==> config.mk <==
export PLATFORM = sky130hd
export DESIGN_NAME = rtp_frame_reassembly_tracker_top
export DESIGN_NICKNAME = d
export VERILOG_FILES = /design/src/rtl/rtpfrt_pkg.sv /design/src/rtl/rtpfrt_cfg.sv /design/src/rtl/rtpfrt_track.sv /design/src/rtl/rtpfrt_outreg.sv /design/src/rtl/rtp_frame_reassembly_tracker_top.sv
export SDC_FILE = /design/constraint.sdc
export NUM_CORES = 1
export LEC_CHECK = 0
export ABC_AREA = 1
export BUFFER_PORTS_ARGS = -buffer_cell sky130_fd_sc_hd__buf_2
export CAP_MARGIN = 10
export CORE_ASPECT_RATIO = 1.25
export CORE_MARGIN = 4
export CORE_UTILIZATION = 45
export DETAILED_ROUTE_END_ITERATION = 6
export PLACE_DENSITY_LB_ADDON = 0.15
export SLEW_MARGIN = 5
export SYNTH_ARGS = -nofsm -noshare
export SYNTH_HDL_FRONTEND = slang
export SYNTH_SLANG_ARGS = --single-unit
==> constraint.sdc <==
create_clock -name i_clk -period 13.02 [get_ports i_clk]
set_input_delay 0.651 -clock i_clk [delete_from_list [all_inputs] [get_ports i_clk]]
set_output_delay 0.651 -clock i_clk [all_outputs]
set_load 0.05 [all_outputs]
==> src/rtl/rtpfrt_pkg.sv <==
// Shared types and constants of the RTP frame reassembly tracker.
`default_nettype none

package rtpfrt_pkg;

    localparam int SEQ_W   = 16;
    localparam int TS_W    = 32;
    localparam int LEN_W   = 16;
    localparam int BYTES_W = 24;
    localparam int CIDX_W  = 8;
    localparam int CDATA_W = 24;

    // Operation codes of an input word.
    localparam logic OP_PACKET = 1'b0;
    localparam logic OP_CLOSE  = 1'b1;

    // Configuration register indexes.
    localparam logic [CIDX_W-1:0] REG_MAX_FRAME_BYTES = 8'd0;
    localparam logic [CIDX_W-1:0] REG_DELIVER_CORRUPT = 8'd1;

    localparam logic [BYTES_W-1:0] MAX_FRAME_RESET = {BYTES_W{1'b1}};

    typedef struct packed {
        logic               operation;
        logic [SEQ_W-1:0]   seq_number;
        logic [TS_W-1:0]    pkt_timestamp;
        logic [LEN_W-1:0]   payload_len;
    } t_item;

    typedef struct packed {
        logic [BYTES_W-1:0] max_frame_bytes;
        logic               deliver_corrupt;
    } t_cfg;

    typedef struct packed {
        logic               frame_valid;
        logic [BYTES_W-1:0] frame_bytes;
        logic [TS_W-1:0]    frame_time;
        logic               after_loss;
        logic               frame_corrupt;
        logic               gap_seen;
        logic               write_rejected;
    } t_result;

endpackage

`default_nettype wire

==> src/rtl/rtpfrt_cfg.sv <==
// Configuration registers of the RTP frame reassembly tracker.
`default_nettype none

module rtpfrt_cfg
    import rtpfrt_pkg::*;
(
    input  wire logic               i_clk,
    input  wire logic               i_rst_n,
    input  wire logic               i_write,
    input  wire logic [CIDX_W-1:0]  i_index,
    input  wire logic [CDATA_W-1:0] i_data,
    output t_cfg                    o_cfg
);

    t_cfg r_cfg;

    always_ff @(posedge i_clk) begin
        if (!i_rst_n) begin
            r_cfg.max_frame_bytes <= MAX_FRAME_RESET;
            r_cfg.deliver_corrupt <= 1'b0;
        end else if (i_write) begin
            unique case (i_index)
                REG_MAX_FRAME_BYTES: r_cfg.max_frame_bytes <= i_data[BYTES_W-1:0];
                REG_DELIVER_CORRUPT: r_cfg.deliver_corrupt <= i_data[0];
                default: ;
            endcase
        end
    end

    assign o_cfg = r_cfg;

endmodule

`default_nettype wire

==> src/rtl/rtpfrt_track.sv <==
// Sequence, timestamp and frame size tracking state with its next-state logic.
`default_nettype none

module rtpfrt_track
    import rtpfrt_pkg::*;
(
    input  wire logic    i_clk,
    input  wire logic    i_rst_n,
    input  wire logic    i_accept,
    input  wire t_item   i_item,
    input  wire t_cfg    i_cfg,
    output t_result      o_result,
    output logic         o_started,
    output logic         o_frame_nonempty
);

    logic               r_started,  n_started;
    logic [SEQ_W-1:0]   r_last_seq, n_last_seq;
    logic [TS_W-1:0]    r_cur_time, n_cur_time;
    logic [BYTES_W-1:0] r_acc,      n_acc;
    logic               r_lost,     n_lost;
    logic               r_pending,  n_pending;

    logic               gap;
    logic               closing;
    logic               lost_close;
    logic               deliver;
    logic [BYTES_W-1:0] acc_base;
    logic [BYTES_W:0]   sum;
    logic               rejected;
    t_result            res;

    always_comb begin
        n_started  = r_started;
        n_last_seq = r_last_seq;
        n_cur_time = r_cur_time;
        n_lost     = r_lost;
        n_pending  = r_pending;
        n_acc      = r_acc;
        gap        = 1'b0;
        rejected   = 1'b0;

        if (i_item.operation == OP_CLOSE) begin
            closing    = 1'b1;
            lost_close = r_lost;
        end else begin
            // Before the first packet there is no sequence to compare against,
            // and the timestamp always counts as changed.
            gap        = r_started && (i_item.seq_number != r_last_seq + SEQ_W'(1));
            closing    = !r_started || (i_item.pkt_timestamp != r_cur_time);
            lost_close = r_lost | gap;
        end

        deliver  = closing && (r_acc != '0) && (!lost_close || i_cfg.deliver_corrupt);
        acc_base = closing ? '0 : r_acc;
        sum      = {1'b0, acc_base} + {{(BYTES_W+1-LEN_W){1'b0}}, i_item.payload_len};

        res                = '0;
        res.frame_valid    = deliver;
        if (deliver) begin
            res.frame_bytes   = r_acc;
            res.frame_time    = r_cur_time;
            res.after_loss    = r_pending;
            res.frame_corrupt = lost_close;
        end

        if (closing) begin
            n_pending = deliver ? lost_close : (r_pending | lost_close);
            n_acc     = '0;
        end

        if (i_item.operation == OP_CLOSE) begin
            n_lost = 1'b0;
        end else begin
            n_started  = 1'b1;
            n_last_seq = i_item.seq_number;
            n_cur_time = i_item.pkt_timestamp;
            n_lost     = closing ? gap : lost_close;
            rejected   = sum > {1'b0, i_cfg.max_frame_bytes};
            n_acc      = rejected ? acc_base : sum[BYTES_W-1:0];
            res.gap_seen       = gap;
            res.write_rejected = rejected;
        end
    end

    always_ff @(posedge i_clk) begin
        if (!i_rst_n) begin
            r_started  <= 1'b0;
            r_last_seq <= '0;
            r_cur_time <= '0;
            r_acc      <= '0;
            r_lost     <= 1'b0;
            r_pending  <= 1'b0;
        end else if (i_accept) begin
            r_started  <= n_started;
            r_last_seq <= n_last_seq;
            r_cur_time <= n_cur_time;
            r_acc      <= n_acc;
            r_lost     <= n_lost;
            r_pending  <= n_pending;
        end
    end

    assign o_result         = res;
    assign o_started        = r_started;
    assign o_frame_nonempty = (r_acc != '0);

endmodule

`default_nettype wire

==> src/rtl/rtpfrt_outreg.sv <==
// Result register of the RTP frame reassembly tracker.
`default_nettype none

module rtpfrt_outreg
    import rtpfrt_pkg::*;
(
    input  wire logic    i_clk,
    input  wire logic    i_rst_n,
    input  wire logic    i_load,
    input  wire t_result i_result,
    input  wire logic    i_ready,
    output logic         o_valid,
    output t_result      o_result,
    output logic         o_can_load
);

    logic    r_valid;
    t_result r_result;

    always_ff @(posedge i_clk) begin
        if (!i_rst_n) begin
            r_valid <= 1'b0;
        end else if (i_load) begin
            r_valid <= 1'b1;
        end else if (i_ready) begin
            r_valid <= 1'b0;
        end
    end

    always_ff @(posedge i_clk) begin
        if (i_load) begin
            r_result <= i_result;
        end
    end

    assign o_can_load = !r_valid || i_ready;
    assign o_valid    = r_valid;
    assign o_result   = r_result;

endmodule

`default_nettype wire

==> src/rtl/rtp_frame_reassembly_tracker_top.sv <==
// Top level of the RTP frame reassembly tracker.
//
// The tracker takes one word per cycle, either an RTP packet descriptor
// (sequence number, timestamp, payload length) or an end-of-frame close
// request, and returns exactly one result word for each. An item is worked
// out combinationally: the tracking state updates at the clock edge that
// accepts the word, and the result is loaded into a single output register
// at that same edge, so it appears in the cycle after acceptance. The output
// register frees itself in the cycle in which it is taken, so the tracker
// sustains one word per cycle while the downstream side keeps up; when the
// result is stalled, input ready drops until it is taken. Sequence numbers
// are checked for continuity modulo 65536, with the first packet after reset
// only seeding the check. A change of timestamp, or a close request, closes
// the current frame; a non-empty frame is reported with its size and
// timestamp unless it lost packets and corrupt delivery is switched off. A
// payload that would take the frame past max_frame_bytes is refused and
// flagged, while its sequence number and timestamp are still tracked.
// Configuration writes are always accepted and should be made while the
// tracker is idle. There is no clearing pass after reset.
`default_nettype none

module rtp_frame_reassembly_tracker_top
    import rtpfrt_pkg::*;
(
    input  wire logic               i_clk,
    input  wire logic               i_rst_n,

    input  wire logic               i_valid,
    output logic                    o_ready,
    input  wire logic               i_operation,
    input  wire logic [SEQ_W-1:0]   i_seq_number,
    input  wire logic [TS_W-1:0]    i_pkt_timestamp,
    input  wire logic [LEN_W-1:0]   i_payload_len,

    output logic                    o_valid,
    input  wire logic               i_ready,
    output logic                    o_frame_valid,
    output logic [BYTES_W-1:0]      o_frame_bytes,
    output logic [TS_W-1:0]         o_frame_time,
    output logic                    o_after_loss,
    output logic                    o_frame_corrupt,
    output logic                    o_gap_seen,
    output logic                    o_write_rejected,

    input  wire logic               i_cfg_valid,
    output logic                    o_cfg_ready,
    input  wire logic [CIDX_W-1:0]  i_cfg_index,
    input  wire logic [CDATA_W-1:0] i_cfg_data
);

    t_item   item;
    t_cfg    cfg;
    t_result next_result;
    t_result out_result;
    logic    can_load;
    logic    accept;
    logic    started;
    logic    frame_nonempty;

    assign item.operation     = i_operation;
    assign item.seq_number    = i_seq_number;
    assign item.pkt_timestamp = i_pkt_timestamp;
    assign item.payload_len   = i_payload_len;

    // The configuration registers never hold off a write.
    assign o_cfg_ready = 1'b1;

    rtpfrt_cfg u_cfg (
        .i_clk   (i_clk),
        .i_rst_n (i_rst_n),
        .i_write (i_cfg_valid),
        .i_index (i_cfg_index),
        .i_data  (i_cfg_data),
        .o_cfg   (cfg)
    );

    // A word is accepted whenever the result register is free or is being
    // emptied in this same cycle.
    assign o_ready = can_load;
    assign accept  = i_valid && can_load;

    rtpfrt_track u_track (
        .i_clk            (i_clk),
        .i_rst_n          (i_rst_n),
        .i_accept         (accept),
        .i_item           (item),
        .i_cfg            (cfg),
        .o_result         (next_result),
        .o_started        (started),
        .o_frame_nonempty (frame_nonempty)
    );

    rtpfrt_outreg u_outreg (
        .i_clk      (i_clk),
        .i_rst_n    (i_rst_n),
        .i_load     (accept),
        .i_result   (next_result),
        .i_ready    (i_ready),
        .o_valid    (o_valid),
        .o_result   (out_result),
        .o_can_load (can_load)
    );

    assign o_frame_valid    = out_result.frame_valid;
    assign o_frame_bytes    = out_result.frame_bytes;
    assign o_frame_time     = out_result.frame_time;
    assign o_after_loss     = out_result.after_loss;
    assign o_frame_corrupt  = out_result.frame_corrupt;
    assign o_gap_seen       = out_result.gap_seen;
    assign o_write_rejected = out_result.write_rejected;

    // A delivered frame is never empty.
    a_frame_nonempty: assert property (@(posedge i_clk) disable iff (!i_rst_n)
        o_valid && o_frame_valid |-> o_frame_bytes != '0)
        else $error("delivered frame has zero size");

    // Only a delivered frame carries the corrupt or loss flags.
    a_flags_need_frame: assert property (@(posedge i_clk) disable iff (!i_rst_n)
        o_valid && (o_frame_corrupt || o_after_loss) |-> o_frame_valid)
        else $error("frame flags set without a delivered frame");

    // Payload can only be counted once the first packet has been seen.
    a_bytes_need_start: assert property (@(posedge i_clk) disable iff (!i_rst_n)
        frame_nonempty |-> started)
        else $error("frame bytes counted before the first packet");

    // An accepted word always leaves a result waiting in the next cycle.
    a_accept_gives_result: assert property (@(posedge i_clk) disable iff (!i_rst_n)
        accept |=> o_valid)
        else $error("accepted word produced no result");

endmodule

`default_nettype wire

* Word-level counts from Yosys, hierarchy flattened *
Cells that the tools add are included.

storage, ports and cells
  register bits = 162
  word-level logic and storage cells = 52
  bits of input ports = 102
  memories kept = 0
  latch bits = 0
  ROM bits = 0
  memory bits (writable) = 0
  output and inout bits = 64

cells by class
  divide/modulo/power cells = 0
  order comparisons = 1
  eq/ne operators = 3
  bitwise operators = 3
  $add $sub $neg = 2
  muxes and demuxes = 10
  multiply operators = 0
  shift operators = 0
  reductions and logical operators = 17

operators with widths
  cell                                                 count
  2-to-1 mux 24 bit                                    3
  != test 32 bit                                       1
  adder 24 x 16 -> 25 bit                              1
  greater-than comparator 25 x 24 -> 1 bit             1
  nonzero test 24 bit                                  1
  adder 16 x 1 -> 16 bit, second input constant        1
  != test 16 bit                                       1
  equality test 8 x 1 -> 1 bit, second input constant  1
  logical NOT 8 bit                                    1
  AND reduction 2 bit                                  4
  2-to-1 mux 1 bit                                     7
  logical AND 1 bit                                    4
  logical NOT 1 bit                                    3
  logical OR 1 bit                                     3
  bitwise OR 1 bit                                     2
  nonzero test 2 bit                                   1
  inverter 1 bit                                       1

* Logic depth before layout (Yosys ltp) *
  depth after elaboration = 9
  depth in mapped cells = 41
  mapped depth without buffers = 39

* By module *
From an unflattened synthesis, not the netlist that was laid out.

second synthesis, totals
  cells, all modules = 1308
  area total of the unflattened synthesis = 9564.2 um^2

modules (own cells, without submodules)
  module                            cells each  area an instance (um^2)  instances  seq. area each (um^2)
  rtpfrt_track                      1112        6658.9                   1          1501.4
  rtpfrt_outreg                     67          1878.1                   1          1851.8
  rtpfrt_cfg                        125         1008.5                   1          500.5
  rtp_frame_reassembly_tracker_top  4           18.8                     1          0.0

* Worst setup path before layout *
Ideal clock, no wire load.

  kind = input to register
  start = input port i_pkt_timestamp[31]
  end = register u_track.r_acc[15]
  buffers on the path = 3
  setup slack = 7.821 ns
  arrival = 5.069 ns
  library setup time = 0.131 ns
  cell stages on the path = 35
  required time = 12.889 ns
  cell sequence = or2_2 -> nand3_1 -> nor2_1 -> nand3_2 -> inv_1 -> nand2_1 -> clkbuf_1 -> buf_1 -> nor2_1 -> ha_1 -> nand2_1 -> inv_1 -> nand2_1 -> nand3_1 -> a21boi_0 -> o21ai_0 -> xnor2_1 -> inv_1 -> ha_1 -> nand2_1 -> o21bai_1 -> nand2_1 -> a21oi_1 -> nand2_1 -> nand2_1 -> nand2_1 -> nand2_1 -> nand2_1 -> nand2_1 -> nand2_1 -> nand2_1 -> buf_2 -> nand3b_2 -> nand3_1 -> a21oi_2

on the way
  longest elaborated chain between the ends = 8

RTL lines
  element                                   line                                    RTL
  from (decl)                               rtp_frame_reassembly_tracker_top.sv:32  input wire logic [TS_W-1:0] i_pkt_timestamp,
  != test 32 bit (*)                        rtpfrt_track.sv:50                      closing = !r_started || (i_item.pkt_timestamp != r_cur_time);
  logical OR 1 bit (*)                      rtpfrt_track.sv:50
  2-to-1 mux 1 bit (*)                      rtpfrt_track.sv:43                      if (i_item.operation == OP_CLOSE) begin
  2-to-1 mux 24 bit (*)                     rtpfrt_track.sv:55                      acc_base = closing ? '0 : r_acc;
  adder 24 x 16 -> 25 bit                   rtpfrt_track.sv:56                      sum = {1'b0, acc_base} + {{(BYTES_W+1-LEN_W){1'b0}}, i_item.payload_len};
  greater-than comparator 25 x 24 -> 1 bit  rtpfrt_track.sv:79                      rejected = sum > {1'b0, i_cfg.max_frame_bytes};
  2-to-1 mux 24 bit                         rtpfrt_track.sv:80                      n_acc = rejected ? acc_base : sum[BYTES_W-1:0];
  2-to-1 mux 24 bit (*)                     rtpfrt_track.sv:72                      if (i_item.operation == OP_CLOSE) begin
  to (signal assigned)                      rtpfrt_track.sv:98                      r_acc <= n_acc;
  to (decl)                                 rtpfrt_track.sv:20                      logic [BYTES_W-1:0] r_acc, n_acc;

Mark *: on every way between the ends. The rest lies on a longest branch, timed or not.
A chain may end at the register's enable or synchronous reset.

* Final worst setup path *
  start = register u_track.r_cur_time[18]
  end = register u_track.r_acc[20]

on the way
  longest elaborated chain between the ends = 8

RTL lines
  element                                   line                RTL
  from (decl)                               rtpfrt_track.sv:19  logic [TS_W-1:0] r_cur_time, n_cur_time;
  from (signal assigned)                    rtpfrt_track.sv:97  r_cur_time <= n_cur_time;
  != test 32 bit (*)                        rtpfrt_track.sv:50
  logical OR 1 bit (*)                      rtpfrt_track.sv:50
  2-to-1 mux 1 bit (*)                      rtpfrt_track.sv:43
  2-to-1 mux 24 bit (*)                     rtpfrt_track.sv:55
  adder 24 x 16 -> 25 bit                   rtpfrt_track.sv:56
  greater-than comparator 25 x 24 -> 1 bit  rtpfrt_track.sv:79
  2-to-1 mux 24 bit                         rtpfrt_track.sv:80
  2-to-1 mux 24 bit (*)                     rtpfrt_track.sv:72

Marks and branches as above.

==> results.sh <==
export IMPL_status="complete, no violations"
export IMPL_syn_area_per_cell_sq_um=7.70
export IMPL_path_max_fanout=36
export IMPL_min_path_type="reg -> reg"
export IMPL_path_common_cell="sky130_fd_sc_hd__nand2_1"
export IMPL_gr_usage_met3=0.0332
export IMPL_critical_path_max_stage_delay_ns=0.62
export IMPL_finalMaxSlewViolations=0
export IMPL_multi_input_area_sq_um=4670
export IMPL_grt_busiest_layer="met2"
export IMPL_flow_area_growth_from_synthesis_pct=16.9
export IMPL_fin_worst_skew_ns=0.0137
export IMPL_tightestPinTransition_ns=1.02
export IMPL_cts_resized=0
export IMPL_final_cells=1652
export IMPL_critical_path_endpoint_type="flop"
export IMPL_hold_viol=0
export IMPL_grt_max_degree=75
export IMPL_ys_seq_area_frac=0.409
export IMPL_design_die_area_sq_um=23300
export IMPL_r2r_start="u_track.r_cur_time[18]"
export IMPL_hpwlAfterDp_microns=17400
export IMPL_cts_repair_timing_setup_buffer_count=0
export IMPL_cellLeakagePower_uw=0.00525
export IMPL_critical_path_slowest_cell="sky130_fd_sc_hd__nand2_1"
export IMPL_grt_setup_unrepaired="false"
export IMPL_worstSetupStartpointType="flop"
export IMPL_net_count_after_synthesis=1368
export IMPL_reg2regPathDepth=39
export IMPL_holdCritStartpoint="u_cfg.o_cfg[13]"
export IMPL_drtIter0Drc=372
export IMPL_pin_count=166
export IMPL_floorplan_die_height_microns=170
export IMPL_clock_tree_from_tritoncts="yes"
export IMPL_globalRouteMet2Util=0.364
export IMPL_final_routed_wirelength_microns=23800
export IMPL_setup_viol=0
export IMPL_regToRegSetupSlack_ns=6.99
export IMPL_finalSetupTns_ns=0
export IMPL_crit_type="reg -> reg"
export IMPL_clockRootBuffer="sky130_fd_sc_hd__clkbuf_16"
export IMPL_ctsHoldBuffers=0
export IMPL_final_net_count=1512
export IMPL_yosys_warnings=0
export IMPL_pre_antenna_drt_iters=5
export IMPL_layout_filler_cells=2043
export IMPL_design_core_area_sq_um=20400
export IMPL_critPathArrivalTime_ns=6.32
export IMPL_drive_above_1_share=0.205
export IMPL_clk_pin_slew_worst_paths_ns=0.07
export IMPL_synth_lib_cells_used_distinct=44
export IMPL_placed_cells_incl_taps=1619
export IMPL_die_width_microns=137
export IMPL_routedWlPerCell_microns=14.4
export IMPL_hold_path_endpoint="u_cfg.o_cfg[13]"
export IMPL_grt_use_total=0.206
export IMPL_grt_pass1_vias=7947
export IMPL_routed_via_density=5.02
export IMPL_fin_crit_ns=6.03
export IMPL_floorplan_rows=58
export IMPL_cts_max_level=4
export IMPL_finalCritPeriodShare=0.463
export IMPL_post_synthesis_cells=1224
export IMPL_num_vias=8300
export IMPL_synth_ff_latch_count=162
export IMPL_hold_path_cell_count=2
export IMPL_cts_inserted_buffers=17
export IMPL_gr_util_met1=0.245
export IMPL_overflow=0
export IMPL_power_per_cell_area_nw_per_um2=117
export IMPL_grt_pass1_wl_microns=38200
export IMPL_syn_cell_area_sq_um=9420
export IMPL_ctsLongestPathBuffers=2
export IMPL_finalWeightedCongestion=0.879
export IMPL_relSlewSlack=0.318
export IMPL_seq_area_sq_um=3850
export IMPL_post_route_drc_count=0
export IMPL_initial_core_util=0.462
export IMPL_required_ns=13.31
export IMPL_critical_path_top_delay_family="simple AND/OR/NAND/NOR gates"
export IMPL_grt_antenna_before_repair=1
export IMPL_critPathBufInv=5
export IMPL_ant_nets=0
export IMPL_endpoint_of_the_worst_register_to_register_path="u_track.r_acc[20]"
export IMPL_worst_skew_pair_late_latency_ns=0.43
export IMPL_clkSinkCount=162
export IMPL_maxCapViolations=0
export IMPL_achievable_frequency_mhz=166
export IMPL_port_buffer_count=164
export IMPL_irDropWorstVdd_mv=0.0888
-- flip-flops by register name, summed over array words and instances, names as in the netlist --
name / flops
u_cfg.o_cfg: 25
u_outreg.o_result: 61
u_outreg.o_valid: 1
u_track.o_started: 1
u_track.r_acc: 24
u_track.r_cur_time: 32
u_track.r_last_seq: 16
u_track.r_lost: 1
u_track.r_pending: 1
-- through the flow --
step | area [sq um] | hold WS, ns | power (uW) | setup WS, ns | utilization
after floorplan | 9420 | 0.429 | 731 | 7.82 | -
after global placement | 10400 | 0.441 | 783 | 6.72 | 0.511
after detailed placement | 10400 | 0.444 | 785 | 6.61 | 0.511
after CTS | 11000 | 0.458 | 1310 | 6.97 | 0.540
after global routing | 11000 | 0.464 | 1350 | 6.32 | 0.540
final | 11000 | 0.454 | 1290 | 6.99 | 0.540
-- Yosys cell counts, drive strengths merged --
master	number	area (sq um)
a211oi	1	7.51
a21boi	2	15.0
a21oi	92	464
a31o	1	8.76
a31oi	2	12.5
buf	14	126
clkbuf	33	124
conb	1	3.75
dfxtp	101	2020
edfxtp	61	1830
fa	1	20.0
ha	41	513
inv	178	668
nand2	262	1010
nand3	101	603
nand3b	12	93.8
nand4	43	284
nor2	142	769
nor3	3	15.0
nor4	5	37.5
o211ai	1	7.51
o21ai	83	415
o21bai	3	22.5
or2	4	25.0
or4	1	7.51
xnor2	19	166
xor2	17	149
-- cell families after synthesis --
group                    after synthesis  share of synthesized area
other                                  1                   0.000398
XOR/XNOR                              36                     0.0335
flip-flops                           162                      0.409
AND/OR/NAND/NOR                      573                      0.302
buffers and inverters                225                     0.0975
AO/OA/AOI/OAI                        185                      0.101
adder cells (fa/ha/maj)               42                     0.0566
-- cell usage in the layout (no fill, tap or decap), types with 28 or more instances in the layout --
master and count:
sky130_fd_sc_hd__edfxtp_1 61, sky130_fd_sc_hd__ha_1 41, sky130_fd_sc_hd__inv_1 166, sky130_fd_sc_hd__dfxtp_1 101, sky130_fd_sc_hd__nand3_1 86, sky130_fd_sc_hd__nand2_1 254, sky130_fd_sc_hd__nor2_1 106, sky130_fd_sc_hd__buf_2 164
sky130_fd_sc_hd__o21ai_0 67, sky130_fd_sc_hd__nand4_1 42, sky130_fd_sc_hd__a21oi_1 91, sky130_fd_sc_hd__nor2_4 28
-- worst reg2reg max path: cells and delay by family (launching register included) --
kind	cells	cell delay, ns
DFF	1	0.37
xor gates and xnor gates	1	0.19
AOI/OAI and AO/OA	6	1.04
adders and majority gates	3	0.87
and+or+nand+nor	24	2.83
buffers and inverters	5	0.65
-- routing by layer --
layer / up-vias / share of wire
li1: 4284 / -
met1: 3768 / 0.42
met2: 192 / 0.50
met3: 54 / 0.048
met4: 2 / 0.034
met5: - / 0.00055
-- report_power, final --
group / internal (uW) / switching (uW) / total, uW
combinational: 55.2 / 149 / 204
sequential: 554 / 13.5 / 568
clock: 294 / 227 / 520
-- area by class of cell --
cell class / count / share of cell area
Multi-Input combinational cell: 837 / 0.424
Sequential cell: 162 / 0.350
Timing Repair Buffer: 172 / 0.0800
Inverter: 178 / 0.0607
Clock buffer: 18 / 0.0399
Tap cell: 270 / 0.0307
Clock inverter: 14 / 0.0148
Antenna cell: 1 / 0.000227
-- how the worst max path moves through the flow --
| stage | from | endpoint | slack (ns) | cells after the start |
|---|---|---|---|---|
| final | u_track.r_cur_time[18] | u_track.r_acc[20] | 6.99 | 39 |
| after global routing | u_track.r_cur_time[10] | u_track.r_acc[18] | 6.32 | 38 |
| after CTS | u_track.r_cur_time[18] | u_track.r_acc[20] | 6.97 | 39 |
| after detailed placement | i_pkt_timestamp[10] | u_track.r_acc[19] | 6.61 | 38 |
| after global placement | i_pkt_timestamp[1] | u_track.r_acc[18] | 6.72 | 36 |
| after floorplan | i_pkt_timestamp[31] | u_track.r_acc[15] | 7.82 | 35 |
(Power assumes the default switching activity.)
